**config.mk**
```make
export PLATFORM = sky130hd
export DESIGN_NAME = frame_transition_compositor_core
export DESIGN_NICKNAME = d
export VERILOG_FILES = /design/src/design/ftc_pkg.sv /design/src/design/frame_transition_compositor_core.sv
export SDC_FILE = /design/constraint.sdc
export NUM_CORES = 2
export LEC_CHECK = 0
export ABC_CLOCK_PERIOD_IN_PS = 9300
export BUFFER_PORTS_ARGS = -buffer_cell sky130_fd_sc_hd__buf_2
export CAP_MARGIN = 20
export CORE_AREA = 2 2 394 318
export CTS_CLUSTER_DIAMETER = 150
export CTS_CLUSTER_SIZE = 8
export DETAILED_ROUTE_END_ITERATION = 7
export DIE_AREA = 0 0 396 320
export SETUP_SLACK_MARGIN = 0.5
export SLEW_MARGIN = 15
export SYNTH_ARGS = -nofsm -noshare
export SYNTH_HDL_FRONTEND = slang
export SYNTH_SLANG_ARGS = --single-unit
```
**constraint.sdc**
```tcl
create_clock -name clk -period 9.3 [get_ports clk]
set_input_delay 0.93 -clock clk [delete_from_list [all_inputs] [get_ports clk]]
set_output_delay 0.93 -clock clk [all_outputs]
set_load 0.05 [all_outputs]
```
**src/design/ftc_pkg.sv**
```systemverilog
// ----------------------------------------------------------------------------
// ftc_pkg
// shared types, register map and helpers of the frame transition compositor
// ----------------------------------------------------------------------------
package ftc_pkg;

	// coordinate counters and clamped frame dimensions
	localparam int COORD_BITS    = 12;
	localparam int DIM_BITS      = COORD_BITS + 1;
	localparam int CFG_DIM_BITS  = 13;
	localparam int PROG_BITS     = 9;
	localparam int PROD_BITS     = DIM_BITS + PROG_BITS;
	localparam int THR_BITS      = PROD_BITS - 8;
	localparam int CHAN_BITS     = 8;
	localparam int NUM_CHAN      = 4;
	localparam int PIX_BITS      = CHAN_BITS * NUM_CHAN;

	localparam logic [PROG_BITS-1:0]    FULL_PROGRESS  = 9'd256;
	localparam logic [CFG_DIM_BITS-1:0] DEFAULT_WIDTH  = 13'd1920;
	localparam logic [CFG_DIM_BITS-1:0] DEFAULT_HEIGHT = 13'd1080;

	// configuration port
	localparam int CFG_IDX_BITS  = 3;
	localparam int CFG_DATA_BITS = 13;

	localparam logic [CFG_IDX_BITS-1:0] REG_KIND      = 3'd0;
	localparam logic [CFG_IDX_BITS-1:0] REG_DIRECTION = 3'd1;
	localparam logic [CFG_IDX_BITS-1:0] REG_PROGRESS  = 3'd2;
	localparam logic [CFG_IDX_BITS-1:0] REG_WIDTH     = 3'd3;
	localparam logic [CFG_IDX_BITS-1:0] REG_HEIGHT    = 3'd4;

	// transition kinds and wipe directions
	localparam logic [2:0] KIND_DISSOLVE = 3'd0;
	localparam logic [2:0] KIND_WIPE     = 3'd1;

	localparam logic [2:0] DIR_LEFT_RIGHT = 3'd0;
	localparam logic [2:0] DIR_RIGHT_LEFT = 3'd1;
	localparam logic [2:0] DIR_TOP_BOTTOM = 3'd2;
	localparam logic [2:0] DIR_BOTTOM_TOP = 3'd3;

	typedef struct packed {
		logic [PIX_BITS-1:0] pixel_first;
		logic [PIX_BITS-1:0] pixel_second;
	} ftc_in_t;

	typedef struct packed {
		logic [PIX_BITS-1:0] pixel_out;
		logic                line_end;
		logic                frame_end;
	} ftc_out_t;

	// zero becomes one, anything above the counter range saturates
	function automatic logic [DIM_BITS-1:0] clamp_dim(input logic [CFG_DIM_BITS-1:0] d);
		logic [DIM_BITS-1:0] res;
		if (d == '0) begin
			res = DIM_BITS'(1);
		end else if (32'(d) > (32'd1 << COORD_BITS)) begin
			res = DIM_BITS'(32'd1 << COORD_BITS);
		end else begin
			res = DIM_BITS'(d);
		end
		return res;
	endfunction

endpackage

```
**src/design/frame_transition_compositor_core.sv**
```systemverilog
// ----------------------------------------------------------------------------
// frame_transition_compositor_core
// cross-fade and straight wipe of two co-located rgba pixel streams
// ----------------------------------------------------------------------------
// usage
//   src channel: one item holds the co-located pixel pair of the outgoing and
//   incoming frame, in raster order; the block tracks column and row itself
//   dst channel: one item per input item with the composited pixel and the
//   line_end / frame_end markers derived from the configured geometry
//   cfg channel: cfg_ready is always high; write registers only while idle
//   latency: result valid one cycle after the input accept edge, so the
//   result is taken two edges after its input at the earliest (input
//   register, then result register behind the blend / wipe logic)
//   throughput: one item per clock, set by the single pass through the
//   channel multipliers and the split-line multiplier
//   stall: a stall on dst holds the result register; src stall rises only
//   when both registers hold items and dst stalls, so no item is dropped
//   reset: counters at column 0 / row 0, dissolve, progress 0, 1920x1080
// ----------------------------------------------------------------------------
module frame_transition_compositor_core
	import ftc_pkg::*;
(
	input  logic                     clk,
	input  logic                     arst_n,
	// pixel pair input
	input  logic                     src_valid,
	output logic                     src_stall,
	input  ftc_in_t                  src_item,
	// composited output
	output logic                     dst_valid,
	input  logic                     dst_stall,
	output ftc_out_t                 dst_item,
	// register writes
	input  logic                     cfg_valid,
	output logic                     cfg_ready,
	input  logic [CFG_IDX_BITS-1:0]  cfg_index,
	input  logic [CFG_DATA_BITS-1:0] cfg_data
);

	// configuration registers
	logic [2:0]              kind_q;
	logic [2:0]              direction_q;
	logic [PROG_BITS-1:0]    progress_q;
	logic [CFG_DIM_BITS-1:0] width_q;
	logic [CFG_DIM_BITS-1:0] height_q;

	// raster position of the next accepted item
	logic [COORD_BITS-1:0] column_q;
	logic [COORD_BITS-1:0] row_q;

	// input stage
	logic                  valid_s1;
	ftc_in_t               item_s1;
	logic [COORD_BITS-1:0] column_s1;
	logic [COORD_BITS-1:0] row_s1;
	logic                  line_end_s1;
	logic                  frame_end_s1;

	// result stage
	logic     valid_s2;
	ftc_out_t item_s2;

	logic load_s1;
	logic load_s2;
	logic src_accept;

	logic [DIM_BITS-1:0]  width_eff;
	logic [DIM_BITS-1:0]  height_eff;
	logic [DIM_BITS-1:0]  column_inc;
	logic [DIM_BITS-1:0]  row_inc;
	logic                 line_end_in;
	logic                 frame_end_in;

	logic [PROG_BITS-1:0] prog_eff;
	logic [PROG_BITS-1:0] prog_inv;
	logic                 wipe_mode;
	logic                 vertical;
	logic                 reverse;
	logic [DIM_BITS-1:0]  dim_sel;
	logic [PROG_BITS-1:0] prog_sel;
	logic [PROD_BITS-1:0] split_prod;
	logic [THR_BITS-1:0]  split_pos;
	logic [THR_BITS-1:0]  coord_sel;
	logic                 take_second;
	logic [PIX_BITS-1:0]  fade_pix;
	logic [PIX_BITS-1:0]  result_pix;

	// flow control: result register drains or is empty, input register follows
	assign load_s2    = !valid_s2 || !dst_stall;
	assign load_s1    = !valid_s1 || load_s2;
	assign src_stall  = !load_s1;
	assign src_accept = src_valid && load_s1;
	assign cfg_ready  = 1'b1;

	// register writes, unknown indexes are dropped
	always_ff @(posedge clk or negedge arst_n) begin
		if (!arst_n) begin
			kind_q      <= KIND_DISSOLVE;
			direction_q <= DIR_LEFT_RIGHT;
			progress_q  <= '0;
			width_q     <= DEFAULT_WIDTH;
			height_q    <= DEFAULT_HEIGHT;
		end else if (cfg_valid && cfg_ready) begin
			case (cfg_index)
				REG_KIND:      kind_q      <= cfg_data[2:0];
				REG_DIRECTION: direction_q <= cfg_data[2:0];
				REG_PROGRESS:  progress_q  <= cfg_data[PROG_BITS-1:0];
				REG_WIDTH:     width_q     <= cfg_data[CFG_DIM_BITS-1:0];
				REG_HEIGHT:    height_q    <= cfg_data[CFG_DIM_BITS-1:0];
				default: ;
			endcase
		end
	end

	// raster tracking at accept time; a column at or past the last one ends
	// the line even when the geometry shrank mid-frame
	assign width_eff    = clamp_dim(width_q);
	assign height_eff   = clamp_dim(height_q);
	assign column_inc   = DIM_BITS'(column_q) + DIM_BITS'(1);
	assign row_inc      = DIM_BITS'(row_q) + DIM_BITS'(1);
	assign line_end_in  = column_inc >= width_eff;
	assign frame_end_in = line_end_in && (row_inc >= height_eff);

	always_ff @(posedge clk or negedge arst_n) begin
		if (!arst_n) begin
			column_q <= '0;
			row_q    <= '0;
		end else if (src_accept) begin
			if (line_end_in) begin
				column_q <= '0;
				row_q    <= frame_end_in ? '0 : row_inc[COORD_BITS-1:0];
			end else begin
				column_q <= column_inc[COORD_BITS-1:0];
			end
		end
	end

	// input register
	always_ff @(posedge clk or negedge arst_n) begin
		if (!arst_n) begin
			valid_s1 <= 1'b0;
		end else if (load_s1) begin
			valid_s1 <= src_valid;
		end
	end

	always_ff @(posedge clk) begin
		if (src_accept) begin
			item_s1      <= src_item;
			column_s1    <= column_q;
			row_s1       <= row_q;
			line_end_s1  <= line_end_in;
			frame_end_s1 <= frame_end_in;
		end
	end

	// progress saturates at 1.0
	assign prog_eff = (progress_q > FULL_PROGRESS) ? FULL_PROGRESS : progress_q;
	assign prog_inv = FULL_PROGRESS - prog_eff;

	// straight wipes share one split-line multiplier
	assign wipe_mode = (kind_q == KIND_WIPE) &&
		(direction_q == DIR_LEFT_RIGHT || direction_q == DIR_RIGHT_LEFT ||
		 direction_q == DIR_TOP_BOTTOM || direction_q == DIR_BOTTOM_TOP);
	assign vertical  = (direction_q == DIR_TOP_BOTTOM) || (direction_q == DIR_BOTTOM_TOP);
	assign reverse   = (direction_q == DIR_RIGHT_LEFT) || (direction_q == DIR_BOTTOM_TOP);
	assign dim_sel   = vertical ? height_eff : width_eff;
	assign prog_sel  = reverse ? prog_inv : prog_eff;

	assign split_prod = PROD_BITS'(dim_sel) * PROD_BITS'(prog_sel);
	assign split_pos  = split_prod[PROD_BITS-1:8];
	assign coord_sel  = vertical ? THR_BITS'(row_s1) : THR_BITS'(column_s1);

	// leading edge uses less-than, trailing edge greater-than, so a reverse
	// wipe at full progress still leaves the first column or row
	assign take_second = reverse ? (coord_sel > split_pos) : (coord_sel < split_pos);

	// per-channel cross-fade with truncation
	always_comb begin
		logic [CHAN_BITS+PROG_BITS-1:0] mix;
		fade_pix = '0;
		for (int c = 0; c < NUM_CHAN; c++) begin
			mix = (CHAN_BITS+PROG_BITS)'(item_s1.pixel_first[c*CHAN_BITS +: CHAN_BITS])
				* (CHAN_BITS+PROG_BITS)'(prog_inv)
				+ (CHAN_BITS+PROG_BITS)'(item_s1.pixel_second[c*CHAN_BITS +: CHAN_BITS])
				* (CHAN_BITS+PROG_BITS)'(prog_eff);
			fade_pix[c*CHAN_BITS +: CHAN_BITS] = mix[CHAN_BITS+7:8];
		end
	end

	assign result_pix = !wipe_mode ? fade_pix :
		(take_second ? item_s1.pixel_second : item_s1.pixel_first);

	// result register
	always_ff @(posedge clk or negedge arst_n) begin
		if (!arst_n) begin
			valid_s2 <= 1'b0;
		end else if (load_s2) begin
			valid_s2 <= valid_s1;
		end
	end

	always_ff @(posedge clk) begin
		if (load_s2 && valid_s1) begin
			item_s2.pixel_out <= result_pix;
			item_s2.line_end  <= line_end_s1;
			item_s2.frame_end <= frame_end_s1;
		end
	end

	assign dst_valid = valid_s2;
	assign dst_item  = item_s2;

endmodule

```
==> flow_metrics.env <==
export IMPL_status="finished clean"
export IMPL_place_congestion=0.874
export IMPL_max_cap_violations=0
export IMPL_min_period_ps=8360
export IMPL_num_antenna_cells=0
export IMPL_hp_class="reg2reg"
export IMPL_grt_setup_unrepaired="no"
export IMPL_ys_warn_count=0
export IMPL_relSlewSlack_pct=27.6
export IMPL_synth_edff_count=124
export IMPL_crit_buf_inv=5
export IMPL_syn_area_sq_um=30500
export IMPL_ioPinCount=122
export IMPL_crit_family="adder cells"
export IMPL_design_core_area_sq_um=122000
export IMPL_tightestPinTransition_ps=1080
export IMPL_syn_nets=4091
export IMPL_cp_required_ps=9590
export IMPL_pre_cts_slack_ps=157
export IMPL_cts_tree="done"
export IMPL_grt_ovfl_total=0
export IMPL_synth_cell_types=80
export IMPL_clk_pin_slew_worst_paths_ps=100
export IMPL_ff_latch_area_sq_um=5410
export IMPL_timing_fmax_mhz=120
export IMPL_areaGrowthSynthToFinish_pct=11.2
export IMPL_setup_ws_ps=944
export IMPL_grt_start_max_net_pins=68
export IMPL_final_antenna_net_count=0
export IMPL_setup_viol=0
export IMPL_worst_path_stages=26
export IMPL_synthArstFlopShare_pct=35.1
export IMPL_skew_ps=18.0
export IMPL_fin_crit_sh_pct=89.9
export IMPL_die_y_um=320
export IMPL_yosys_most_used_dff="edfxtp_1"
export IMPL_r2r_start="progress_q[8]"
export IMPL_tns_ps=0
export IMPL_crit_fanout=16
export IMPL_start_util_pct=24.9
export IMPL_netlist_area_leader_share_pct=32.9
export IMPL_start_kind="flop"
export IMPL_drive_gt1_share_pct=10.1
export IMPL_r2r_cells=26
export IMPL_syn_instance_count=3194
export IMPL_track_usage_pct=14.1
export IMPL_clk_insertion_delay_late_ps=530
export IMPL_worstHoldStart="line_end_s1"
export IMPL_wl_per_cell_um=17.6
export IMPL_finalWirelength_um=86400
export IMPL_dpl_hpwl_um=69200
export IMPL_vias=21623
export IMPL_nets=4151
export IMPL_syn_avg_cell_area_sq_um=9.54
export IMPL_io_buffers=120
export IMPL_hold_slack_ps=432
export IMPL_drt_pass1_iter_count=5
export IMPL_h_tree_depth=4
export IMPL_ys_ff_latch=191
export IMPL_fillers=12953
export IMPL_cts_made_buffers=17
export IMPL_antenna_found_initial=6
export IMPL_multi_input_area_sq_um=22200
export IMPL_hold_viol=0
export IMPL_crit_start="progress_q[8]"
export IMPL_whs_path_depth=0
export IMPL_die_area_sq_um=127000
export IMPL_grt_pass1_vias=23301
export IMPL_crit_arrival_ps=8650
export IMPL_cp_slowest_cell="xnor2_2"
export IMPL_cp_slowest_stage_delay_ps=840
export IMPL_worst_setup_path_end_kind="flop"
export IMPL_yosys_top_cells_area="fa_1, ha_1, edfxtp_1, inv_1, and2_1"
export IMPL_drc_errors=0
export IMPL_clk_path_buf_depth=2
export IMPL_synth_top_area_cell="fa_1"
export IMPL_num_rows=115
export IMPL_yosysSeqAreaShare_pct=17.8
export IMPL_clock_sinks=191
export IMPL_crit_top_cell="fa_1"
export IMPL_routed_via_density=4.41
export IMPL_cts_root_buffer="clkbuf_16"
export IMPL_drt_iter0_drc=1651
export IMPL_grt_first_pass_wirelength_um=137000
export IMPL_die_x_um=396
export IMPL_drv_slew=0
export IMPL_critPathKind="reg2reg"
-- stage by stage --
| step | cells | utilization, % | instance area [sq um] |
|---|---|---|---|
| after CTS | 4900 | 27.5 | 33700 |
| after detailed placement | 4868 | 27.0 | 33100 |
| after global routing | 4905 | 27.7 | 33900 |
| final | 4905 | 27.7 | 33900 |
| after floorplan | 3194 | - | 30500 |
| after global placement | 4868 | 27.0 | 33100 |
-- cells in the mapped netlist (12+ instances only) --
cell / number
a221o_1: 24
ha_1: 311
a21o_1: 14
nor2_1: 122
fa_1: 501
nor2b_1: 23
inv_1: 678
nand2b_1: 14
edfxtp_1: 124
mux2_2: 44
and2_1: 278
buf_1: 44
clkbuf_1: 79
o21a_1: 20
mux2i_1: 12
dfrtp_1: 59
nand3_1: 36
nor3_1: 29
a21oi_1: 32
nand2_1: 452
o21ai_0: 42
xnor2_1: 80
xor2_1: 26
-- kinds of logic (layout without fill, tap and decap cells) --
logic type,count (synthesis),count (layout),share of synthesized area [%]
adders and majority gates,812,812,45.7
buffers and inverters,818,891,10.3
muxes,58,58,2.12
and+or+nand+nor,1005,1005,15.9
AOI/OAI and AO/OA,202,202,5.08
DFF,191,191,17.8
xor gates and xnor gates,107,107,3.14
other,1,1,0.0123
-- worst register-to-register path: cells and delay by family, from the launching register on --
| kind | cells | cell delay [ps] |
|---|---|---|
| buffers and inverters | 5 | 800 |
| AND/OR/NAND/NOR | 8 | 1310 |
| XOR/XNOR | 2 | 970 |
| adder cells (fa/ha/maj) | 7 | 3340 |
| AO/OA/AOI/OAI | 4 | 1150 |
| flip-flops | 1 | 550 |
-- state kept, by name (all words and copies together) (netlist names) --
signal,count
valid_s1,1
line_end_s1,1
height_q,13
progress_q,9
width_q,13
frame_end_s1,1
item_s1,64
dst_valid,1
dst_item,34
direction_q,3
row_q,12
column_q,12
row_s1,12
kind_q,3
column_s1,12
-- layout by cell type (no fill, tap or decap), drive strengths merged, types with 5 or more instances in the layout --
master / count
dfstp: 8
nor3b: 6
ha: 311
fa: 501
nor4: 8
mux2i: 13
or2: 6
xor2: 26
a22o: 8
buf: 177
o211ai: 7
dfrtp: 59
mux2: 45
a221o: 25
o21ai: 43
clkinv: 5
nor2b: 23
a211oi: 8
nand3: 36
o21bai: 6
edfxtp: 124
inv: 690
xnor2: 81
nand4: 7
nor2: 122
and2: 278
a21oi: 32
a31oi: 9
clkbuf: 19
nand2: 452
a21o: 14
and3: 12
nand2b: 14
nor3: 29
o21a: 20
-- metal layers --
layer	track usage [%]	vias up	wire, um
met3	2.76	108	5140
met5	0	-	54
met4	4.24	8	2190
met1	19.2	11031	39300
li1	-	9895	-
met2	22.6	581	39700
-- path summary, 6_finish.rpt --
kind / end / slack [ps]
setup / recovery: dst_item[22] / 940
hold / removal: dst_item[1] / 430
setup reg to reg: dst_item[22] / 940
hold reg to reg: dst_item[1] / 430
max in group asynchronous: progress_q[8] / 7980
min in group asynchronous: dst_valid / 600
-- final cells by class --
cell class | count | share of cell area [%]
clock buffer | 18 | 1.33
clock inverter | 14 | 0.462
inverter | 681 | 7.56
multi-input combinational | 2185 | 65.5
sequential | 191 | 16.0
tap | 1638 | 6.05
timing repair buffer | 178 | 3.09
-- what timing repair did --
item	in CTS	in global routing
setup endpoints to repair	31	32
setup buffers	0	4
pin swaps	0	1
hold buffers	0	0
resized for setup	5	20
hold endpoints to repair	0	0
Power is not shown: default switching activity piles up to over one toggle a cycle in this logic, so the estimate is an artifact.
